[config.mk]
export PLATFORM = sky130hd
export DESIGN_NAME = crc8fc_tracker
export DESIGN_NICKNAME = d
export VERILOG_FILES = /design/src/rtl/crc8fc_pkg.sv /design/src/rtl/crc8fc_tracker.sv
export VERILOG_INCLUDE_DIRS = /design/src /design/src/rtl
export SDC_FILE = /design/constraint.sdc
export NUM_CORES = 1
export LEC_CHECK = 0
export BUFFER_PORTS_ARGS = -buffer_cell sky130_fd_sc_hd__buf_2
export CAP_MARGIN = 20
export CORE_MARGIN = 2
export CORE_UTILIZATION = 55
export CTS_CLUSTER_SIZE = 14
export DETAILED_ROUTE_END_ITERATION = 7
export PLACE_DENSITY = 0.78
export SLEW_MARGIN = 40
export SYNTH_ARGS = -nofsm -noshare
export SYNTH_HDL_FRONTEND = slang
export SYNTH_SLANG_ARGS = --single-unit
[constraint.sdc]
create_clock -name clk -period 4.2 [get_ports clk]
set_input_delay 0.84 -clock clk [delete_from_list [all_inputs] [get_ports clk]]
set_output_delay 0.84 -clock clk [all_outputs]
set_load 0.01 [all_outputs]
[src/rtl/crc8_frame_checker_macros.svh]
// Assertion macros shared by the frame checker RTL.
// Needs clk and rst in scope at the place of use.
`ifndef CRC8_FRAME_CHECKER_MACROS_SVH
`define CRC8_FRAME_CHECKER_MACROS_SVH

// Same-cycle implication, idle during reset.
`define CRC8FC_ASSERT_NOW(lbl, ante, cons) \
  lbl: assert property (@(posedge clk) disable iff (rst) (ante) |-> (cons)) \
    else $error("frame checker assertion failed");

// Next-cycle implication, idle during reset.
`define CRC8FC_ASSERT_NEXT(lbl, ante, cons) \
  lbl: assert property (@(posedge clk) disable iff (rst) (ante) |=> (cons)) \
    else $error("frame checker assertion failed");

`endif

[src/rtl/crc8fc_pkg.sv]
// Shared constants, types and the CRC-8 byte step of the frame checker.
// No dependencies.
package crc8fc_pkg;

  localparam logic [7:0]  CRC_POLY  = 8'hD8;
  localparam logic [7:0]  START_CH0 = 8'h45;
  localparam logic [7:0]  START_CH1 = 8'h4D;
  localparam logic [15:0] HDR_BYTES = 16'd8;
  localparam logic [15:0] COUNT_MAX = 16'hFFFF;

  localparam logic [1:0] ST_VALID    = 2'd0;
  localparam logic [1:0] ST_NEED     = 2'd1;
  localparam logic [1:0] ST_HDR_BAD  = 2'd2;
  localparam logic [1:0] ST_PAY_BAD  = 2'd3;

  // Frame state after the current beat, as seen by the verdict logic.
  typedef struct packed {
    logic [15:0] count;
    logic        start_ok;
    logic        header_crc_ok;
    logic [15:0] frame_length;
    logic [7:0]  body_crc;
    logic [7:0]  expected_crc;
  } frame_snap_t;

  // One byte of CRC-8, MSB first.
  function automatic logic [7:0] crc_step(input logic [7:0] acc, input logic [7:0] b);
    logic [7:0] r;
    r = acc ^ b;
    for (int i = 0; i < 8; i++) begin
      if (r[7]) r = (r << 1) ^ CRC_POLY;
      else      r = r << 1;
    end
    return r;
  endfunction

endpackage

[src/rtl/crc8fc_tracker.sv]
// Frame state tracker: byte count, running CRCs and header fields.
// Depends on crc8fc_pkg and the assertion macros header.
`include "crc8_frame_checker_macros.svh"

module crc8fc_tracker (
  input  logic                   clk,
  input  logic                   rst,
  input  logic                   fire,
  input  logic                   last_q,
  input  logic [7:0]             byte_q,
  output crc8fc_pkg::frame_snap_t snap
);

  logic [15:0] byte_count;
  logic [7:0]  header_crc_run;
  logic [7:0]  body_crc_run;
  logic        start_ok;
  logic        header_crc_ok;
  logic [15:0] frame_length;
  logic [7:0]  body_crc_expected;

  logic [7:0]  header_crc_run_next;
  logic [15:0] pay_index;

  assign pay_index = byte_count - crc8fc_pkg::HDR_BYTES;

  // Build the state as it stands after this beat.
  always_comb begin
    snap.count         = byte_count;
    snap.start_ok      = start_ok;
    snap.header_crc_ok = header_crc_ok;
    snap.frame_length  = frame_length;
    snap.body_crc      = body_crc_run;
    snap.expected_crc  = body_crc_expected;
    header_crc_run_next = header_crc_run;
    if (byte_count != crc8fc_pkg::COUNT_MAX) begin
      if (byte_count == 16'd0 && byte_q != crc8fc_pkg::START_CH0) snap.start_ok = 1'b0;
      if (byte_count == 16'd1 && byte_q != crc8fc_pkg::START_CH1) snap.start_ok = 1'b0;
      if (byte_count == 16'd4) snap.frame_length[7:0]  = byte_q;
      if (byte_count == 16'd5) snap.frame_length[15:8] = byte_q;
      if (byte_count == 16'd6) snap.expected_crc = byte_q;
      if (byte_count < 16'd7)
        header_crc_run_next = crc8fc_pkg::crc_step(header_crc_run, byte_q);
      if (byte_count == 16'd7) snap.header_crc_ok = (byte_q == header_crc_run);
      if (byte_count >= crc8fc_pkg::HDR_BYTES && pay_index < frame_length)
        snap.body_crc = crc8fc_pkg::crc_step(body_crc_run, byte_q);
      snap.count = byte_count + 16'd1;
    end
  end

  // Commit the beat, or drop back to the idle frame on reset or after a verdict.
  always_ff @(posedge clk) begin
    if (rst || (fire && last_q)) begin
      byte_count        <= '0;
      header_crc_run    <= '0;
      body_crc_run      <= '0;
      start_ok          <= 1'b1;
      header_crc_ok     <= 1'b0;
      frame_length      <= '0;
      body_crc_expected <= '0;
    end else if (fire) begin
      byte_count        <= snap.count;
      header_crc_run    <= header_crc_run_next;
      body_crc_run      <= snap.body_crc;
      start_ok          <= snap.start_ok;
      header_crc_ok     <= snap.header_crc_ok;
      frame_length      <= snap.frame_length;
      body_crc_expected <= snap.expected_crc;
    end
  end

  `CRC8FC_ASSERT_NEXT(a_clear_after_verdict, fire && last_q,
    byte_count == 16'd0 && start_ok && !header_crc_ok)
  `CRC8FC_ASSERT_NEXT(a_count_advances,
    fire && !last_q && byte_count != crc8fc_pkg::COUNT_MAX,
    byte_count == 16'($past(byte_count) + 16'd1))
  `CRC8FC_ASSERT_NOW(a_saturated_holds, byte_count == crc8fc_pkg::COUNT_MAX,
    snap.count == crc8fc_pkg::COUNT_MAX)

endmodule

==> results of run 1 <==
## per-layer routing
layer  vias up  track usage  share of wire
met5         -            0              0
met4         0      0.05897          0.011
met3        10      0.02588          0.037
met2        80       0.4223           0.50
met1      1639       0.3138           0.45
li1       1673            -              -
## layout by cell type (no fill, tap or decap), types with 3 or more instances in the layout
| master | n |
|---|---|
| sky130_fd_sc_hd__a21o_1 | 5 |
| sky130_fd_sc_hd__a21oi_1 | 12 |
| sky130_fd_sc_hd__and2_1 | 3 |
| sky130_fd_sc_hd__and3_1 | 6 |
| sky130_fd_sc_hd__and4_1 | 3 |
| sky130_fd_sc_hd__buf_2 | 58 |
| sky130_fd_sc_hd__buf_4 | 16 |
| sky130_fd_sc_hd__buf_6 | 5 |
| sky130_fd_sc_hd__clkbuf_8 | 5 |
| sky130_fd_sc_hd__dfxtp_1 | 52 |
| sky130_fd_sc_hd__ha_1 | 21 |
| sky130_fd_sc_hd__inv_1 | 27 |
| sky130_fd_sc_hd__mux2_2 | 8 |
| sky130_fd_sc_hd__mux2_4 | 25 |
| sky130_fd_sc_hd__mux2i_1 | 29 |
| sky130_fd_sc_hd__nand2_1 | 20 |
| sky130_fd_sc_hd__nand2_8 | 3 |
| sky130_fd_sc_hd__nand3_1 | 16 |
| sky130_fd_sc_hd__nand4_1 | 4 |
| sky130_fd_sc_hd__nand4_2 | 3 |
| sky130_fd_sc_hd__nor2_1 | 56 |
| sky130_fd_sc_hd__nor3_1 | 6 |
| sky130_fd_sc_hd__o211a_1 | 5 |
| sky130_fd_sc_hd__o21a_1 | 3 |
| sky130_fd_sc_hd__o21ai_0 | 13 |
| sky130_fd_sc_hd__or2_2 | 3 |
| sky130_fd_sc_hd__or3_1 | 3 |
| sky130_fd_sc_hd__xnor2_1 | 40 |
| sky130_fd_sc_hd__xnor3_1 | 3 |
| sky130_fd_sc_hd__xor2_1 | 21 |
## flip-flops by register name, summed over array words and instances, names as in the netlist
| name | count |
|---|---|
| byte_count | 16 |
| frame_length | 16 |
| body_crc_expected | 8 |
| body_crc_run | 8 |
| header_crc_run | 5 |
| header_crc_ok | 1 |
| start_ok | 1 |
## path summary, 6_finish.rpt
check / from / end / slack, ps / cells after the start
min: start_ok$_SDFFE_PP1P_ / start_ok$_SDFFE_PP1P_ / 490 / 1
max: byte_count[9]$_SDFFE_PP0P_ / snap[11] / 5 / 12
max reg2reg: byte_count[9]$_SDFFE_PP0P_ / body_crc_run[5]$_SDFFE_PP0P_ / 800 / 11
min reg2reg: start_ok$_SDFFE_PP1P_ / start_ok$_SDFFE_PP1P_ / 490 / 1
## cell families (layout without fill, tap and decap cells)
| logic type | after synthesis | after routing | synth area share |
|---|---|---|---|
| AOI/OAI and AO/OA | 52 | 52 | 0.08311 |
| muxes | 62 | 62 | 0.1830 |
| DFF | 55 | 55 | 0.2679 |
| and+or+nand+nor | 149 | 149 | 0.1970 |
| adders and majority gates | 22 | 22 | 0.06697 |
| buffers and inverters | 56 | 114 | 0.05571 |
| xor gates and xnor gates | 64 | 64 | 0.1464 |
## worst max-delay path: cells and delay by family, from the launching register on
family	cells	cell delay, ps
DFF	1	330
adders and majority gates	1	340
AOI/OAI and AO/OA	3	400
xor gates and xnor gates	1	100
muxes	1	340
buffers and inverters	1	120
and+or+nand+nor	5	1420
## timing repair
item | in CTS | in global routing
setup buffers | 4 | 2
resized for setup | 11 | 22
hold buffers | 0 | 0
endpoints found under the setup margin | 7 | 8
pin swaps | 2 | 13
cloned | 0 | 0
## layout make-up
| cell class | instances | area share |
|---|---|---|
| Inverter | 28 | 0.02193 |
| Tap cell | 99 | 0.02585 |
| Timing Repair Buffer | 79 | 0.09739 |
| Clock buffer | 5 | 0.01436 |
| Sequential cell | 55 | 0.2311 |
| Clock inverter | 2 | 0.003655 |
| Multi-Input combinational cell | 349 | 0.6057 |
## power by group through the flow
stage | logic [mW] | registers, mW | clock network [mW]
floorplan | 0.330 | 0.563 | 0
global placement | 0.379 | 0.565 | 0
detailed placement | 0.397 | 0.567 | 0
CTS | 0.399 | 0.554 | 0.306
global route | 0.442 | 0.556 | 0.328
finish | 0.400 | 0.554 | 0.301
## metrics by stage
step / setup TNS, ps / hold WS [ps] / utilization / instance area [µm²] / setup slack, ps
after floorplan: 0 / 439.7 / - / 4110 / 386.8
after global placement: 0 / 447.6 / 0.6212 / 4506 / 242.2
after detailed placement: 0 / 465.1 / 0.6217 / 4509 / 135.5
after CTS: -39.64 / 486.0 / 0.6441 / 4672 / -22.73
after global routing: -826.9 / 518.0 / 0.6607 / 4792 / -141.2
final: 0 / 485.5 / 0.6607 / 4792 / 4.765
==> impl_summary.txt, run 1 <==
----------------------------------------------------
[Hold path]
  HP Class ... reg -> reg

[Synthesis]
  Share of the synthesized area in the top cell type ... 0.2679
  Mean post-synth cell area ... a little under 9 µm²
  Cell area after synthesis ... slightly above 4000 µm²
  Post-synth top area cell ... sky130_fd_sc_hd__dfxtp_1
  Count of different cell masters after synthesis ... 51
  Syn nets ... 494
  Number of synthesized flops with an enable pin ... 0
  Post-synthesis register bit count ... between 50 and 60
  Synthesized instance count ... between 400 and 500
  Post-synthesis async set-or-reset flop share ... 0
  Most common library cells after synthesis ... 58 x sky130_fd_sc_hd__nor2_1, 55 x sky130_fd_sc_hd__dfxtp_1, 40 x sky130_fd_sc_hd__xnor2_1
  Warning count from the yosys run ... 0
  Proportion of synthesized chip area in sequential cells ... 0.2679
  Ys flop type ... sky130_fd_sc_hd__dfxtp_1
  Most common cell in the netlist ... sky130_fd_sc_hd__nor2_1
  Dominant cells by area after synthesis ... sky130_fd_sc_hd__dfxtp_1 27%, sky130_fd_sc_hd__mux2_4 8.8%, sky130_fd_sc_hd__xnor2_1 8.5%, sky130_fd_sc_hd__mux2i_1 7.1%, sky130_fd_sc_hd__ha_1 6.7%

[Clock tree]
  Clock latency reported for the late side of the worst-skew pair ... 310 ps
  Clk sinks ... 55
  Post-CTS clock slew at the launch and capture registers of the worst setup and hold paths ... approximately 100 ps
  TritonCTS clock tree ... done
  Clk root buf ... sky130_fd_sc_hd__clkbuf_8
  Number of CTS-inserted buffers ... 5
  Max Root-Sink Buffers ... 2
  CTS H-tree lvls ... 2

[Worst setup path]
  Cells along the critical path ... or4_4, or3_4, nor3_4, xnor2_1, ha_1, a21oi_2, o21a_1, o41ai_4, nor2_2, nand3_4, mux2_4, buf_6
  Kind of critical path ... reg -> out
  Critical path startpoint category ... register
  Arrival time worst endpoint ... ~3400 ps
  Required time at the endpoint of the critical path ... 3360 ps
  Element type at the critical path end ... output pin
  Slowest stage cell, crit path ... sky130_fd_sc_hd__or4_4
  Maximum fanout along the worst path ... 6
  Delay of the slowest critical-path stage ... approximately 530 ps

[Route]
  Final routed wire length divided by cell count ... ~16 µm
  Post-route ant nets ... 0
  Pre-Repair DR Iteration Count ... 4
  Count of routing violations after the opening detailed-route iteration ... approximately 170
  Number of remaining DRC errors ... 0
  Routed wire length ... a little under 10 mm
  Number of vias per cell after detailed routing ... between 5 and 6
  Number of vias after detailed routing ... ~3,400

[Power]
  Part of the total power dissipated in combinational logic ... 0.319
  Reported leakage power ... 2.312 nW
  Maximum vdd drop ... roughly 0.00041 V
  Cell-internal power ... 0.8437 mW
  Pwr per Cell Area ... 261.8 nW/µm²
  Power Total ... 1.254 mW
  Proportion of power drawn by the clock network ... 0.240
  Total net switching power ... ~0.4 mW
  Fraction of power consumed by sequential logic ... 0.441
  Switching portion of total power ... 0.3275

[Timing]
  RSZ-0062 raised after global routing ... yes
  Max_slew headroom ... 0.4447
  Min Tclk post-route ... 4195 ps
  Least-Margin Pin Slew ... 832.9 ps
  Part of the cycle the worst path needs ... 0.9989
  Setup-failing EPs final ... 0
  Largest clock skew in the final design ... 10.33 ps
  Maximum clock frequency ... between 0.2 and 0.25 GHz
  Hold violation total from the final report ... 0
  Number of max-slew violations in the final report ... 0

[Global routing]
  Wire length of the first global-routing pass ... ~16 mm
  Largest net degree at the start of global routing ... 26
  Aggregate global-route resource usage ... 0.2396
  Vias in the first global route ... about 3,300
  Initial antenna violation count ... 0
  GRT overflow ... 0

[Die]
  Initial Utilization ... 0.5667
  Number of cell rows ... 31
  DIE HEIGHT ... roughly 90 µm
  Total core area ... approximately 7300 µm²
  Full die area ... between 8000 and 9000 µm²
  IO Pins ... 62
  Die X ... roughly 90 µm

[Layout]
  Filler Cell Count ... approximately 620
  Net count reported at finish ... 552
  Layout area overhead ... 16.59%
  FF/Latch Area ... ~1100 µm²
  Fraction of final layout cells sized beyond drive strength 1 ... 0.3012
  Diodes inserted ... 0
  Area of the multi-input gates ... between 2000 and 3000 µm²
  Post-route non-filler standard cell count ... between 600 and 700

[Flow run]
  Count of max-cap constraint violations ... 0

[Place]
  Final weighted congestion of routability-driven global placement ... slightly below 0.9
  Number of port buffers ... 61
  Dpl hpwl ... 7.190 mm
  Cell count after placement ... 604

[Status]
  Result of the run ... complete, no violations

----------------------------------------------------
Power figures use the tool's default switching activity.
==> run 2, diff against run 1 <==
--- a/config.mk
+++ b/config.mk
@@ -9,10 +9,10 @@
 export BUFFER_PORTS_ARGS = -buffer_cell sky130_fd_sc_hd__buf_2
 export CAP_MARGIN = 20
 export CORE_MARGIN = 2
-export CORE_UTILIZATION = 55
+export CORE_UTILIZATION = 28
 export CTS_CLUSTER_SIZE = 14
 export DETAILED_ROUTE_END_ITERATION = 7
-export PLACE_DENSITY = 0.78
+export PLACE_DENSITY = 0.46
 export SLEW_MARGIN = 40
 export SYNTH_ARGS = -nofsm -noshare
 export SYNTH_HDL_FRONTEND = slang
==> run 2 against run 1 <==
Compared with the run above: the run now ends with setup timing left; final cell count is 14% higher; register-to-register slack better by 40 ps; clock-buffer cell count up 1; total power grew 20%; critical path depth unchanged; via count decreased by 2.0%; cell area grew 3.7%; global-route usage decreased by 9.4 points; wire length grew 15%.
==> impl_summary.txt, run 2 (synthesized netlist as in run 1, its figures left out) <==
----------------------------------------------------
[Timing]
  Setup-failing EPs final ... 1
  Worst path setup slack after routing ... -3.945 ps
  RSZ-0062 raised after global routing ... yes
  Worst Hold Slack ... roughly 480 ps
  Number of max-slew violations in the final report ... 0
  Hold violation total from the final report ... 0
  Maximum clock frequency ... roughly 0.24 GHz
  Max_slew headroom ... 0.5904
  Min Tclk post-route ... about 4200 ps
  Part of the cycle the worst path needs ... 1.001
  Largest clock skew in the final design ... between 6 and 7 ps
  Least-Margin Pin Slew ... approximately 610 ps

[Global routing]
  GRT overflow ... 0
  Met1 Track Usage GR ... 0.1918
  Initial antenna violation count ... 0
  Vias in the first global route ... between 3,000 and 4,000
  Largest net degree at the start of global routing ... 45
  Peak-usage layer in the global routing report ... met2
  Wire length of the first global-routing pass ... between 15 and 20 mm
  GR Util met2 ... 0.2398
  Aggregate global-route resource usage ... 0.1452
  Routing usage on met3 ... 0.03295

[Clock tree]
  Max Root-Sink Buffers ... 2
  Post-CTS clock slew at the launch and capture registers of the worst setup and hold paths ... 80 ps
  Clk sinks ... between 50 and 60
  Hold buffer count at cts ... 0
  Number of CTS-inserted buffers ... 5
  Clk root buf ... sky130_fd_sc_hd__clkbuf_16
  CTS H-tree lvls ... 2
  Clock latency reported for the late side of the worst-skew pair ... 300 ps
  TritonCTS clock tree ... done

[Route]
  Routed wire length ... between 10 and 15 mm
  Number of vias per cell after detailed routing ... around 4.8
  Final routed wire length divided by cell count ... around 16 µm
  Count of routing violations after the opening detailed-route iteration ... 172
  Number of remaining DRC errors ... 0
  Pre-Repair DR Iteration Count ... 6
  Post-route ant nets ... 0
  Number of vias after detailed routing ... 3,334

[Worst setup path]
  Worst R2R Start ... byte_count[11]$_SDFFE_PP0P_
  Element type at the critical path end ... output pin
  Setup slack, reg-to-reg ... approximately 840 ps
  Depth of the worst register-to-register path ... 11
  Critical path startpoint category ... register
  Arrival time worst endpoint ... approximately 3400 ps
  Maximum fanout along the worst path ... 7
  Kind of critical path ... reg -> out
  R2R Path End ... body_crc_run[3]$_SDFFE_PP0P_
  Required time at the endpoint of the critical path ... about 3400 ps

[Die]
  IO Pins ... just over 60
  Total core area ... ~14,000 µm²
  Full die area ... 15,660 µm²
  Initial Utilization ... 0.2850
  Number of cell rows ... 44
  DIE HEIGHT ... roughly 130 µm
  Die X ... between 100 and 150 µm

[Place]
  Dpl hpwl ... 8.262 mm
  Final weighted congestion of routability-driven global placement ... ~0.83
  Number of port buffers ... 61

[Status]
  Failing checks ... setup timing
  Result of the run ... finished, violations left

[Flow run]
  Count of max-cap constraint violations ... 0

[Power]
  Maximum vdd drop ... 0.0003411 V
  Switching portion of total power ... 0.2911
  Pwr per Cell Area ... a little over 300 nW/µm²
  Fraction of power consumed by sequential logic ... 0.367
  Part of the total power dissipated in combinational logic ... 0.266
  Reported leakage power ... 2.356 nW
  Power Total ... roughly 1.5 mW
  Cell-internal power ... 1.069 mW
  Proportion of power drawn by the clock network ... 0.367
  Total net switching power ... approximately 0.44 mW

[Layout]
  Layout area overhead ... 20.85%
  Diodes inserted ... 0
  Area of the multi-input gates ... between 2000 and 3000 µm²
  FF/Latch Area ... 1101 µm²
  Filler Cell Count ... 1,519
  Most common library cell in the layout ignoring fill and taps ... sky130_fd_sc_hd__buf_2
  Fraction of final layout cells sized beyond drive strength 1 ... 0.2940
  Registers with the most flip-flops ... byte_count: 16 flops, frame_length: 16 flops
  Top library cells by usage in the layout, fill and taps aside ... 61 x sky130_fd_sc_hd__buf_2, 56 x sky130_fd_sc_hd__nor2_1, 55 x sky130_fd_sc_hd__dfxtp_1, 38 x sky130_fd_sc_hd__xnor2_1, 29 x sky130_fd_sc_hd__mux2i_1
  Net count reported at finish ... 550

[Hold path]
  Hold path startpoint ... start_ok$_SDFFE_PP1P_
  Worst hold path cell count ... 1
  WHS Endpoint ... start_ok$_SDFFE_PP1P_
  HP Class ... reg -> reg

----------------------------------------------------
==> run 2: changes by cell type in the layout (fill, tap and decap cells not counted), sizes merged <==
cell and delta:
clkbuf +1, bufinv +2, inv -1, clkinv -1, buf -2
==> run 2: layout make-up <==
cell class | count | area share
repair buffers | 77 | 0.08640
clock buffers | 6 | 0.02594
clock inverters | 2 | 0.01209
multi-input cells | 349 | 0.5864
flip-flops and latches | 55 | 0.2217
inverters | 28 | 0.02116
well taps | 184 | 0.04635
==> run 2: routing by layer <==
metal / vias to the layer above / part of all wire
met1: 1565 / 0.47
met5: - / 0
met2: 79 / 0.47
met4: 0 / 0.015
met3: 12 / 0.042
li1: 1678 / -
==> run 2: how the worst max path moves through the flow <==
stage / startpoint / cells past startpoint / slack (ps) / endpoint
final: byte_count[11]$_SDFFE_PP0P_ / 12 / -4 / snap[11]
after global placement: byte_count[4]$_SDFFE_PP0P_ / 14 / 180 / snap[11]
after global routing: byte_count[11]$_SDFFE_PP0P_ / 12 / -150 / snap[11]
after detailed placement: byte_count[9]$_SDFFE_PP0P_ / 12 / 110 / snap[11]
after floorplan: byte_count[10]$_SDFFE_PP0P_ / 11 / 390 / snap[11]
after CTS: byte_count[11]$_SDFFE_PP0P_ / 12 / -50 / snap[11]
==> run 2: power groups by stage <==
stage | registers (mW) | clock network, mW | logic (mW)
floorplan | 0.563 | 0 | 0.330
global placement | 0.566 | 0 | 0.390
detailed placement | 0.567 | 0 | 0.401
CTS | 0.554 | 0.574 | 0.406
global route | 0.557 | 0.588 | 0.441
finish | 0.554 | 0.553 | 0.401
==> run 2: per-stage QoR <==
step                      setup WS, ps  setup TNS, ps  cells  cell area [µm²]  utilization
after CTS                       -53.39         -134.5    701             4886       0.3387
after detailed placement         105.5              0    690             4634       0.3213
after global placement           180.5              0    690             4621       0.3204
after floorplan                  386.8              0    460             4110            -
final                           -3.945         -3.945    701             4967       0.3444
after global routing            -154.6         -748.8    701             4967       0.3444
==> run 2: timing repair <==
action / in CTS / in global routing
pin swaps: 9 / 8
setup buffers: 3 / 0
endpoints found under the setup margin: 7 / 8
resized for setup: 9 / 13
gates cloned: 0 / 0
==> run 2: critical path, cell delays in order, from the launching register on <==
cell and delay (ps):
sky130_fd_sc_hd__dfxtp_1 320, sky130_fd_sc_hd__or4_4 550, sky130_fd_sc_hd__or3_4 370, sky130_fd_sc_hd__nor3_4 220, sky130_fd_sc_hd__xnor2_2 160, sky130_fd_sc_hd__ha_4 240
sky130_fd_sc_hd__a21oi_2 120, sky130_fd_sc_hd__o21a_1 170, sky130_fd_sc_hd__o41ai_4 90, sky130_fd_sc_hd__nor2_2 180, sky130_fd_sc_hd__nand3_4 160, sky130_fd_sc_hd__mux2_4 340
sky130_fd_sc_hd__buf_2 140
